**config.mk**
```make
export PLATFORM = sky130hd
export DESIGN_NAME = prime_implicant_finder_core
export DESIGN_NICKNAME = d
export VERILOG_FILES = /design/src/hw/rtl/pif_pkg.sv /design/src/hw/rtl/pif_ram.sv /design/src/hw/rtl/pif_cube_eval.sv /design/src/hw/rtl/prime_implicant_finder_core.sv
export SDC_FILE = /design/constraint.sdc
export NUM_CORES = 1
export LEC_CHECK = 0
export BUFFER_PORTS_ARGS = -buffer_cell sky130_fd_sc_hd__buf_2
export CORE_ASPECT_RATIO = 1.2
export CORE_MARGIN = 1.5
export CORE_UTILIZATION = 35
export CTS_CLUSTER_DIAMETER = 100
export DETAILED_ROUTE_END_ITERATION = 7
export GPL_TIMING_DRIVEN = 0
export SYNTH_ARGS = -nofsm -noshare
export SYNTH_HDL_FRONTEND = slang
export SYNTH_SLANG_ARGS = --single-unit
```
**constraint.sdc**
```tcl
create_clock -name clk -period 7.7 [get_ports clk]
set_input_delay 0.385 -clock clk [delete_from_list [all_inputs] [get_ports clk]]
set_output_delay 0.385 -clock clk [all_outputs]
set_load 0.005 [all_outputs]
```
**src/hw/rtl/pif_pkg.sv**
```systemverilog
// shared types, constants and helper functions of the prime implicant finder
package pif_pkg;

  localparam int NUM_VARS    = 4;
  localparam int TERM_SPACE  = 1 << NUM_VARS;
  localparam int VC_W        = 3;
  localparam int IN_TDATA_W  = 8;
  localparam int OUT_TDATA_W = 16;
  localparam int SEQ_W       = VC_W + 2 * NUM_VARS;

  typedef logic [NUM_VARS-1:0]   cube_bits_t;
  typedef logic [TERM_SPACE-1:0] term_set_t;
  typedef logic [VC_W-1:0]       var_count_t;

  // one stored prime
  typedef struct packed {
    logic       essential;
    cube_bits_t care_mask;
    cube_bits_t value_bits;
  } prime_entry_t;

  // what the cube evaluator reports for one candidate
  typedef struct packed {
    logic      prime;
    term_set_t covered;
  } cube_eval_t;

  typedef enum logic [2:0] {
    ST_LOAD,
    ST_COUNT,
    ST_MARK,
    ST_READ,
    ST_WAIT,
    ST_SEND
  } state_t;

  // clamp the raw register to 1..NUM_VARS
  function automatic var_count_t active_vars(input var_count_t raw);
    var_count_t n;
    n = raw;
    if (n == '0) n = var_count_t'(1);
    if (n > var_count_t'(NUM_VARS)) n = var_count_t'(NUM_VARS);
    return n;
  endfunction

  // mask of the low n variable bits
  function automatic cube_bits_t var_mask(input var_count_t n);
    cube_bits_t m;
    for (int b = 0; b < NUM_VARS; b++) begin
      m[b] = (var_count_t'(b) < n);
    end
    return m;
  endfunction

endpackage

```
**src/hw/rtl/pif_ram.sv**
```systemverilog
// generic single-write, single-read ram with registered read data
module pif_ram #(
  parameter int WIDTH = 9,
  parameter int DEPTH = 32
) (
  input  logic                                    clk,
  input  logic                                    we,
  input  logic [((DEPTH > 1) ? $clog2(DEPTH) : 1)-1:0] waddr,
  input  logic [WIDTH-1:0]                        wdata,
  input  logic                                    re,
  input  logic [((DEPTH > 1) ? $clog2(DEPTH) : 1)-1:0] raddr,
  output logic [WIDTH-1:0]                        rdata
);

  logic [WIDTH-1:0] mem [DEPTH];

  // write port and registered read port
  always_ff @(posedge clk) begin
    if (we) begin
      mem[waddr] <= wdata;
    end
    if (re) begin
      rdata <= mem[raddr];
    end
  end

endmodule

```
**src/hw/rtl/pif_cube_eval.sv**
```systemverilog
// cube evaluator: tests one candidate cube for primality and on-set coverage
module pif_cube_eval (
  input  pif_pkg::cube_bits_t value_bits,
  input  pif_pkg::cube_bits_t care_mask,
  input  pif_pkg::var_count_t n_vars,
  input  pif_pkg::term_set_t  on_set,
  input  pif_pkg::term_set_t  dc_set,
  output pif_pkg::cube_eval_t result
);

  import pif_pkg::*;

  term_set_t  lane_en;
  term_set_t  all_set;
  cube_bits_t full;
  cube_bits_t grow_ok;
  logic       in_set;

  // true when every active minterm of the cube lies in s
  function automatic logic cube_inside(input cube_bits_t v, input cube_bits_t c,
                                       input term_set_t s, input term_set_t en);
    logic ok;
    ok = 1'b1;
    for (int m = 0; m < TERM_SPACE; m++) begin
      if (en[m] && ((cube_bits_t'(m) & c) == v) && !s[m]) ok = 1'b0;
    end
    return ok;
  endfunction

  // minterms that exist for the active variable count
  always_comb begin
    full = var_mask(n_vars);
    for (int m = 0; m < TERM_SPACE; m++) begin
      lane_en[m] = ((cube_bits_t'(m) & ~full) == '0);
    end
  end

  assign all_set = on_set | dc_set;
  assign in_set  = cube_inside(value_bits, care_mask, all_set, lane_en);

  // freeing any fixed variable must leave the set for a prime
  always_comb begin
    for (int b = 0; b < NUM_VARS; b++) begin
      grow_ok[b] = care_mask[b] &&
                   cube_inside(value_bits & ~(cube_bits_t'(1) << b),
                               care_mask & ~(cube_bits_t'(1) << b),
                               all_set, lane_en);
    end
  end

  // primality and on-set minterms covered
  always_comb begin
    result.prime = in_set && (grow_ok == '0);
    for (int m = 0; m < TERM_SPACE; m++) begin
      result.covered[m] = lane_en[m] && ((cube_bits_t'(m) & care_mask) == value_bits) &&
                          on_set[m];
    end
  end

endmodule

```
**src/hw/rtl/prime_implicant_finder_core.sv**
```systemverilog
// prime implicant finder top level: term loading, cube sequencer, prime store
//
//  channel | dir | handshake             | payload
//  --------+-----+-----------------------+----------------------------------------
//  in_     | in  | in_tvalid/in_tready   | tdata term, tuser is_dont_care, tlast
//  out_    | out | out_tvalid/out_tready | tdata value/care/ess/ovf, tuser valid
//  cfg_    | in  | cfg_valid/cfg_ready   | cfg_data number of variables
//
//  terms load at one per cycle; the item with tlast starts the solve
//  solve: one candidate cube per cycle through the shared cube evaluator, first a coverage
//  count pass then a marking and store pass
//  results: each prime is read from the store read port through ST_READ, ST_WAIT and ST_SEND
//  synchronous active-low reset returns to loading with empty sets and four variables
//  in_tready stays low from the solve start until the final result transfer
module prime_implicant_finder_core #(
  parameter int PRIME_SLOTS = 32
) (
  input  logic                             clk,
  input  logic                             rst_n,
  // term[3:0], zero fill
  input  logic [pif_pkg::IN_TDATA_W-1:0]   in_tdata,
  // is_dont_care
  input  logic                             in_tuser,
  input  logic                             in_tlast,
  input  logic                             in_tvalid,
  output logic                             in_tready,
  // value_bits[3:0], care_mask[7:4], essential[8], overflow[9], zero fill
  output logic [pif_pkg::OUT_TDATA_W-1:0]  out_tdata,
  // valid_res
  output logic                             out_tuser,
  output logic                             out_tlast,
  output logic                             out_tvalid,
  input  logic                             out_tready,
  input  logic [pif_pkg::VC_W-1:0]         cfg_data,
  input  logic                             cfg_valid,
  output logic                             cfg_ready
);

  import pif_pkg::*;

  localparam int AW = (PRIME_SLOTS > 1) ? $clog2(PRIME_SLOTS) : 1;
  localparam int CW = $clog2(PRIME_SLOTS + 1);

  state_t            state_r, state_nxt;
  var_count_t        vc_r;
  var_count_t        n_vars;
  cube_bits_t        full;
  term_set_t         on_r, on_nxt;
  term_set_t         dc_r, dc_nxt;
  logic [SEQ_W-1:0]  seq_r, seq_nxt;
  logic [1:0]        cnt_r [TERM_SPACE];
  logic [1:0]        cnt_nxt [TERM_SPACE];
  logic [CW-1:0]     count_r, count_nxt;
  logic [CW-1:0]     rd_idx_r, rd_idx_nxt;
  logic              over_r, over_nxt;
  logic [OUT_TDATA_W-1:0] odata_r, odata_nxt;
  logic              olast_r, olast_nxt;
  logic              ouser_r, ouser_nxt;

  var_count_t        seq_k;
  cube_bits_t        seq_v;
  cube_bits_t        seq_c;
  var_count_t        care_pop;
  logic              cand_ok;
  logic              seq_last;
  logic              is_prime;
  logic              ess;
  logic              in_xfer;
  logic              out_xfer;
  logic              store_full;
  cube_eval_t        ev;
  prime_entry_t      wr_entry;
  prime_entry_t      rd_entry;
  logic [$bits(prime_entry_t)-1:0] rd_raw;
  logic              ram_we;
  logic              ram_re;
  cube_bits_t        term_cut;

  assign n_vars    = active_vars(vc_r);
  assign full      = var_mask(n_vars);
  assign in_xfer   = in_tvalid && in_tready;
  assign out_xfer  = out_tvalid && out_tready;
  assign cfg_ready = 1'b1;

  // candidate cube from the sequencer: free count, value, care mask
  assign seq_k = seq_r[SEQ_W-1 -: VC_W];
  assign seq_v = seq_r[2*NUM_VARS-1 -: NUM_VARS];
  assign seq_c = seq_r[NUM_VARS-1:0];

  always_comb begin
    care_pop = '0;
    for (int b = 0; b < NUM_VARS; b++) begin
      care_pop = care_pop + var_count_t'(seq_c[b]);
    end
  end

  assign cand_ok = (seq_k <= n_vars) && (((seq_v | seq_c) & ~full) == '0) &&
                   ((seq_v & ~seq_c) == '0) && (care_pop == (n_vars - seq_k));
  assign seq_last = (seq_k == n_vars) && (seq_v == '1) && (seq_c == '1);

  // shared cube evaluator
  pif_cube_eval u_eval (
    .value_bits (seq_v),
    .care_mask  (seq_c),
    .n_vars     (n_vars),
    .on_set     (on_r),
    .dc_set     (dc_r),
    .result     (ev)
  );

  assign is_prime = cand_ok && ev.prime;

  // essential when some covered minterm has exactly one covering prime
  always_comb begin
    ess = 1'b0;
    for (int m = 0; m < TERM_SPACE; m++) begin
      if (ev.covered[m] && (cnt_r[m] == 2'd1)) ess = 1'b1;
    end
  end

  assign store_full = (count_r >= CW'(PRIME_SLOTS));
  assign wr_entry   = '{essential: ess, care_mask: seq_c, value_bits: seq_v};
  assign rd_entry   = prime_entry_t'(rd_raw);
  assign term_cut   = in_tdata[NUM_VARS-1:0] & full;

  // prime store
  pif_ram #(
    .WIDTH ($bits(prime_entry_t)),
    .DEPTH (PRIME_SLOTS)
  ) u_store (
    .clk   (clk),
    .we    (ram_we),
    .waddr (count_r[AW-1:0]),
    .wdata (wr_entry),
    .re    (ram_re),
    .raddr (rd_idx_r[AW-1:0]),
    .rdata (rd_raw)
  );

  // next state
  always_comb begin
    state_nxt = state_r;
    unique case (state_r)
      ST_LOAD:  if (in_xfer && in_tlast) state_nxt = ST_COUNT;
      ST_COUNT: if (seq_last) state_nxt = ST_MARK;
      ST_MARK: begin
        if (seq_last) begin
          if ((count_r != '0) || (is_prime && !store_full)) state_nxt = ST_READ;
          else state_nxt = ST_SEND;
        end
      end
      ST_READ:  state_nxt = ST_WAIT;
      ST_WAIT:  state_nxt = ST_SEND;
      ST_SEND: begin
        if (out_xfer) state_nxt = out_tlast ? ST_LOAD : ST_READ;
      end
      default:  state_nxt = ST_LOAD;
    endcase
  end

  // control outputs
  always_comb begin
    in_tready  = 1'b0;
    out_tvalid = 1'b0;
    ram_we     = 1'b0;
    ram_re     = 1'b0;
    unique case (state_r)
      ST_LOAD:  in_tready = 1'b1;
      ST_COUNT: ;
      ST_MARK:  ram_we = is_prime && !store_full;
      ST_READ:  ram_re = 1'b1;
      ST_WAIT:  ;
      ST_SEND:  out_tvalid = 1'b1;
      default:  ;
    endcase
  end

  // datapath next values
  always_comb begin
    on_nxt     = on_r;
    dc_nxt     = dc_r;
    seq_nxt    = seq_r;
    count_nxt  = count_r;
    rd_idx_nxt = rd_idx_r;
    over_nxt   = over_r;
    odata_nxt  = odata_r;
    olast_nxt  = olast_r;
    ouser_nxt  = ouser_r;
    for (int m = 0; m < TERM_SPACE; m++) begin
      cnt_nxt[m] = cnt_r[m];
    end
    unique case (state_r)
      ST_LOAD: begin
        // add the term to its set, clear solve state on the last one
        if (in_xfer) begin
          if (in_tuser) dc_nxt[term_cut] = 1'b1;
          else on_nxt[term_cut] = 1'b1;
          if (in_tlast) begin
            seq_nxt   = '0;
            count_nxt = '0;
            over_nxt  = 1'b0;
            for (int m = 0; m < TERM_SPACE; m++) begin
              cnt_nxt[m] = 2'd0;
            end
          end
        end
      end
      ST_COUNT: begin
        // saturating coverage count per on-set minterm
        if (is_prime) begin
          for (int m = 0; m < TERM_SPACE; m++) begin
            if (ev.covered[m] && (cnt_r[m] != 2'd2)) cnt_nxt[m] = cnt_r[m] + 2'd1;
          end
        end
        seq_nxt = seq_last ? '0 : seq_r + SEQ_W'(1);
      end
      ST_MARK: begin
        // store primes in emission order, flag the ones that do not fit
        if (is_prime) begin
          if (!store_full) count_nxt = count_r + CW'(1);
          else over_nxt = 1'b1;
        end
        seq_nxt = seq_r + SEQ_W'(1);
        if (seq_last) begin
          on_nxt     = '0;
          dc_nxt     = '0;
          rd_idx_nxt = '0;
          odata_nxt  = '0;
          olast_nxt  = 1'b1;
          ouser_nxt  = 1'b0;
        end
      end
      ST_READ: ;
      ST_WAIT: begin
        // registered store data into the output register
        odata_nxt = OUT_TDATA_W'({over_r, rd_entry.essential,
                                  rd_entry.care_mask, rd_entry.value_bits});
        olast_nxt = ((rd_idx_r + CW'(1)) == count_r);
        ouser_nxt = 1'b1;
      end
      ST_SEND: begin
        if (out_xfer) rd_idx_nxt = rd_idx_r + CW'(1);
      end
      default: ;
    endcase
  end

  // control registers
  always_ff @(posedge clk) begin
    if (!rst_n) begin
      state_r  <= ST_LOAD;
      vc_r     <= var_count_t'(NUM_VARS);
      on_r     <= '0;
      dc_r     <= '0;
      seq_r    <= '0;
      count_r  <= '0;
      rd_idx_r <= '0;
      over_r   <= 1'b0;
      for (int m = 0; m < TERM_SPACE; m++) begin
        cnt_r[m] <= 2'd0;
      end
    end else begin
      state_r  <= state_nxt;
      on_r     <= on_nxt;
      dc_r     <= dc_nxt;
      seq_r    <= seq_nxt;
      count_r  <= count_nxt;
      rd_idx_r <= rd_idx_nxt;
      over_r   <= over_nxt;
      for (int m = 0; m < TERM_SPACE; m++) begin
        cnt_r[m] <= cnt_nxt[m];
      end
      if (cfg_valid && cfg_ready) begin
        vc_r <= cfg_data;
      end
    end
  end

  // output payload register
  always_ff @(posedge clk) begin
    odata_r <= odata_nxt;
    olast_r <= olast_nxt;
    ouser_r <= ouser_nxt;
  end

  assign out_tdata = odata_r;
  assign out_tlast = olast_r;
  assign out_tuser = ouser_r;

endmodule

```
==> metrics.txt <==
status finished clean; cell family with most CP delay simple AND/OR/NAND/NOR gates; Worst Slack Setup Final 2.43 ns; CP cell instances fa_1, ha_1, ha_1, xnor2_1, o211ai_1, and3b_1, o2111ai_1, nor4_4, nand4b_2, nor2_1; gr usage total 17.8%; Routed Antenna Nets 0; HPWL Detailed 32.4 mm; total power draw 4.46 mW; Syn Area/Cell 13.9 um2; clk root buf clkbuf_16; non-filler cells, final 2126; Top FF cell, synth edfxtp_1; sequential fraction of the synthesis area 60.8%; # setup viols final 0; RR Startpoint seq_r[3]; PostCTS Resize Cnt 0; setup bufs post-CTS 0; largest net degree at the start of global routing 39; Worst Path Buf+Inv 0; Die W 212 um; Leak 6.68 nW; number of global-route vias before repair 11500; slowest stage delay, CP 1.19 ns; hold_buf cts 0; Worst Setup SP seq_r[3]; clk slew on worst S/H paths 0.06 ns; core area 51600 um2; Filler cells 4747; Cells after DPL 2052; clock sinks 403; Max clock buf depth 3; Routed WL per cell 22.1 um; R2R setup slack 2.43 ns; Async SR Flop Fraction 0%; crit end category flip-flop; share of post-route cells with drive strength above 1 18.7%; routability cong. 0.896; unrepaired setup endpoints after global routing no; number of buffers created by CTS 42; CTS H-tree lvls 2; type of origin of the critical path flip-flop; number of max-cap violations 0; final instance area 20800 um2; most common cell after layout, fill and taps aside edfxtp_1; die height 254 um; worst min path class in2reg; Post-Synthesis Cell Area 18400 um2; crit-path max FO 35; Initial Utilization 35.6%; vias 11600; termination of the worst setup path u_store.mem[16][0]; Distinct cells, synth 75; Core Util, Final 40.3%; WS Path Type reg2reg; Placement Setup Slack 2.06 ns; overall routed net length 47.0 mm; clock latency on the worst-skew pair 0.57 ns; Post-Syn Instances 1321; full die area 53900 um2; worst hold slack 0.0440 ns; yosys warns 0; most frequent cells in the layout 309 x edfxtp_1, 104 x nor2_1, 90 x mux4_2; Post-synth EDFFs 309; placed cell areas 19400 um2; CP arrival 5.45 ns; I/O pins 39; global-route wire length before repair 71.6 mm; post-layout min period 5.27 ns; worst r2r dst u_store.mem[16][0]; CTS tree yes; num rows 91; Levels on crit path 10; # diodes 0; period utilisation layout 68.4%; WP data required 7.88 ns; DRC Markers 0; initial DRC count 1033; power per cell area 215 nW/um2; Final Hold Fails 0; cell mode on critical path ha_1; Reg2Reg Depth 10; Least-Margin Pin Slew 1.31 ns; Syn-to-layout area delta 13.1%; Via density 5.44; Pins Over Slew Limit 0; setup TNS 0 ns; Slew Limit Headroom 12.8%; First-pass DRT Iterations 6; grt ovf 0; initial antenna violation count 1; Slowest cell on crit path dfxtp_1; nets@finish 1470; Fmax achieved 190 MHz; clock skew 0.0202 ns; IO buf count 27; worst vdd ir 0.142 mV; Yosys reg bits 403
[worst reg2reg max path, delay by kind of cell, from the launching register on]
kind            cells  cell delay [ns]
xor+xnor            1             0.14
compound gates      2             0.33
simple gates        4             2.17
fa+ha+maj           3             1.06
flops               1             1.19
[routing by layer]
| layer | share of wire [%] | wire length [um] | GRT usage [%] | up-vias |
|---|---|---|---|---|
| li1 | - | - | - | 5232 |
| met1 | 42 | 19700 | 23.0 | 5864 |
| met2 | 50 | 23400 | 30.3 | 375 |
| met3 | 5.2 | 2460 | 2.84 | 94 |
| met4 | 3.1 | 1440 | 5.88 | 2 |
| met5 | 0.030 | 14 | 0 | - |
[how the worst min path moves through the flow]
stage                            from           to  cells after the start
after floorplan                over_r       over_r                      2
after CTS                 cfg_data[2]      vc_r[2]                      3
after detailed placement  cnt_r[0][8]  cnt_r[0][8]                      2
after global routing      cfg_data[2]      vc_r[2]                      3
after global placement    cnt_r[0][9]  cnt_r[0][9]                      2
final                     cfg_data[2]      vc_r[2]                      3
[flip-flops by register name (all words and copies together), names as in the netlist]
signal,cells
cnt_r,32
count_r,6
dc_r,16
on_r,16
out_tdata,10
out_tlast,1
out_tuser,1
over_r,1
rd_idx_r,6
seq_r,11
state_r,3
u_store.mem,288
u_store.rdata,9
vc_r,3
[area by class of cell]
class                   instances  area [um2]  area share, %
flip-flops and latches        403       11200           53.8
multi-input cells             790        6640           31.9
clock buffers                  56        1120           5.41
well taps                     697         872           4.20
plain buffers                  77         388           1.87
clock inverters                18         216           1.04
inverters                      56         210           1.01
repair buffers                 29         158          0.759
[synthesized netlist by cell type (18+ instances only)]
master,n,area (um2)
a21oi_1,45,225
clkbuf_1,41,154
dfxtp_1,94,1880
edfxtp_1,309,9280
ha_1,51,638
inv_1,53,199
mux4_2,90,2030
nand2_1,65,244
nand3_1,80,400
nand4_1,24,150
nor2_1,104,390
nor2b_1,19,119
nor3_1,43,215
o211ai_2,20,250
o22ai_1,18,113
[where the power goes]
group          internal, mW  switching, mW
combinational        0.0340         0.0778
sequential             2.32         0.0178
clock                  1.16          0.846
[cell families after synthesis]
logic type,count (synthesis),synth area share (%)
compound gates,166,6.54
xor+xnor,23,1.10
fa+ha+maj,53,3.69
buf+inv,133,3.26
flops,403,60.8
mux,111,12.2
other cells,2,0.0409
simple gates,430,12.4
Note: power is estimated with default switching activity, not from simulation.
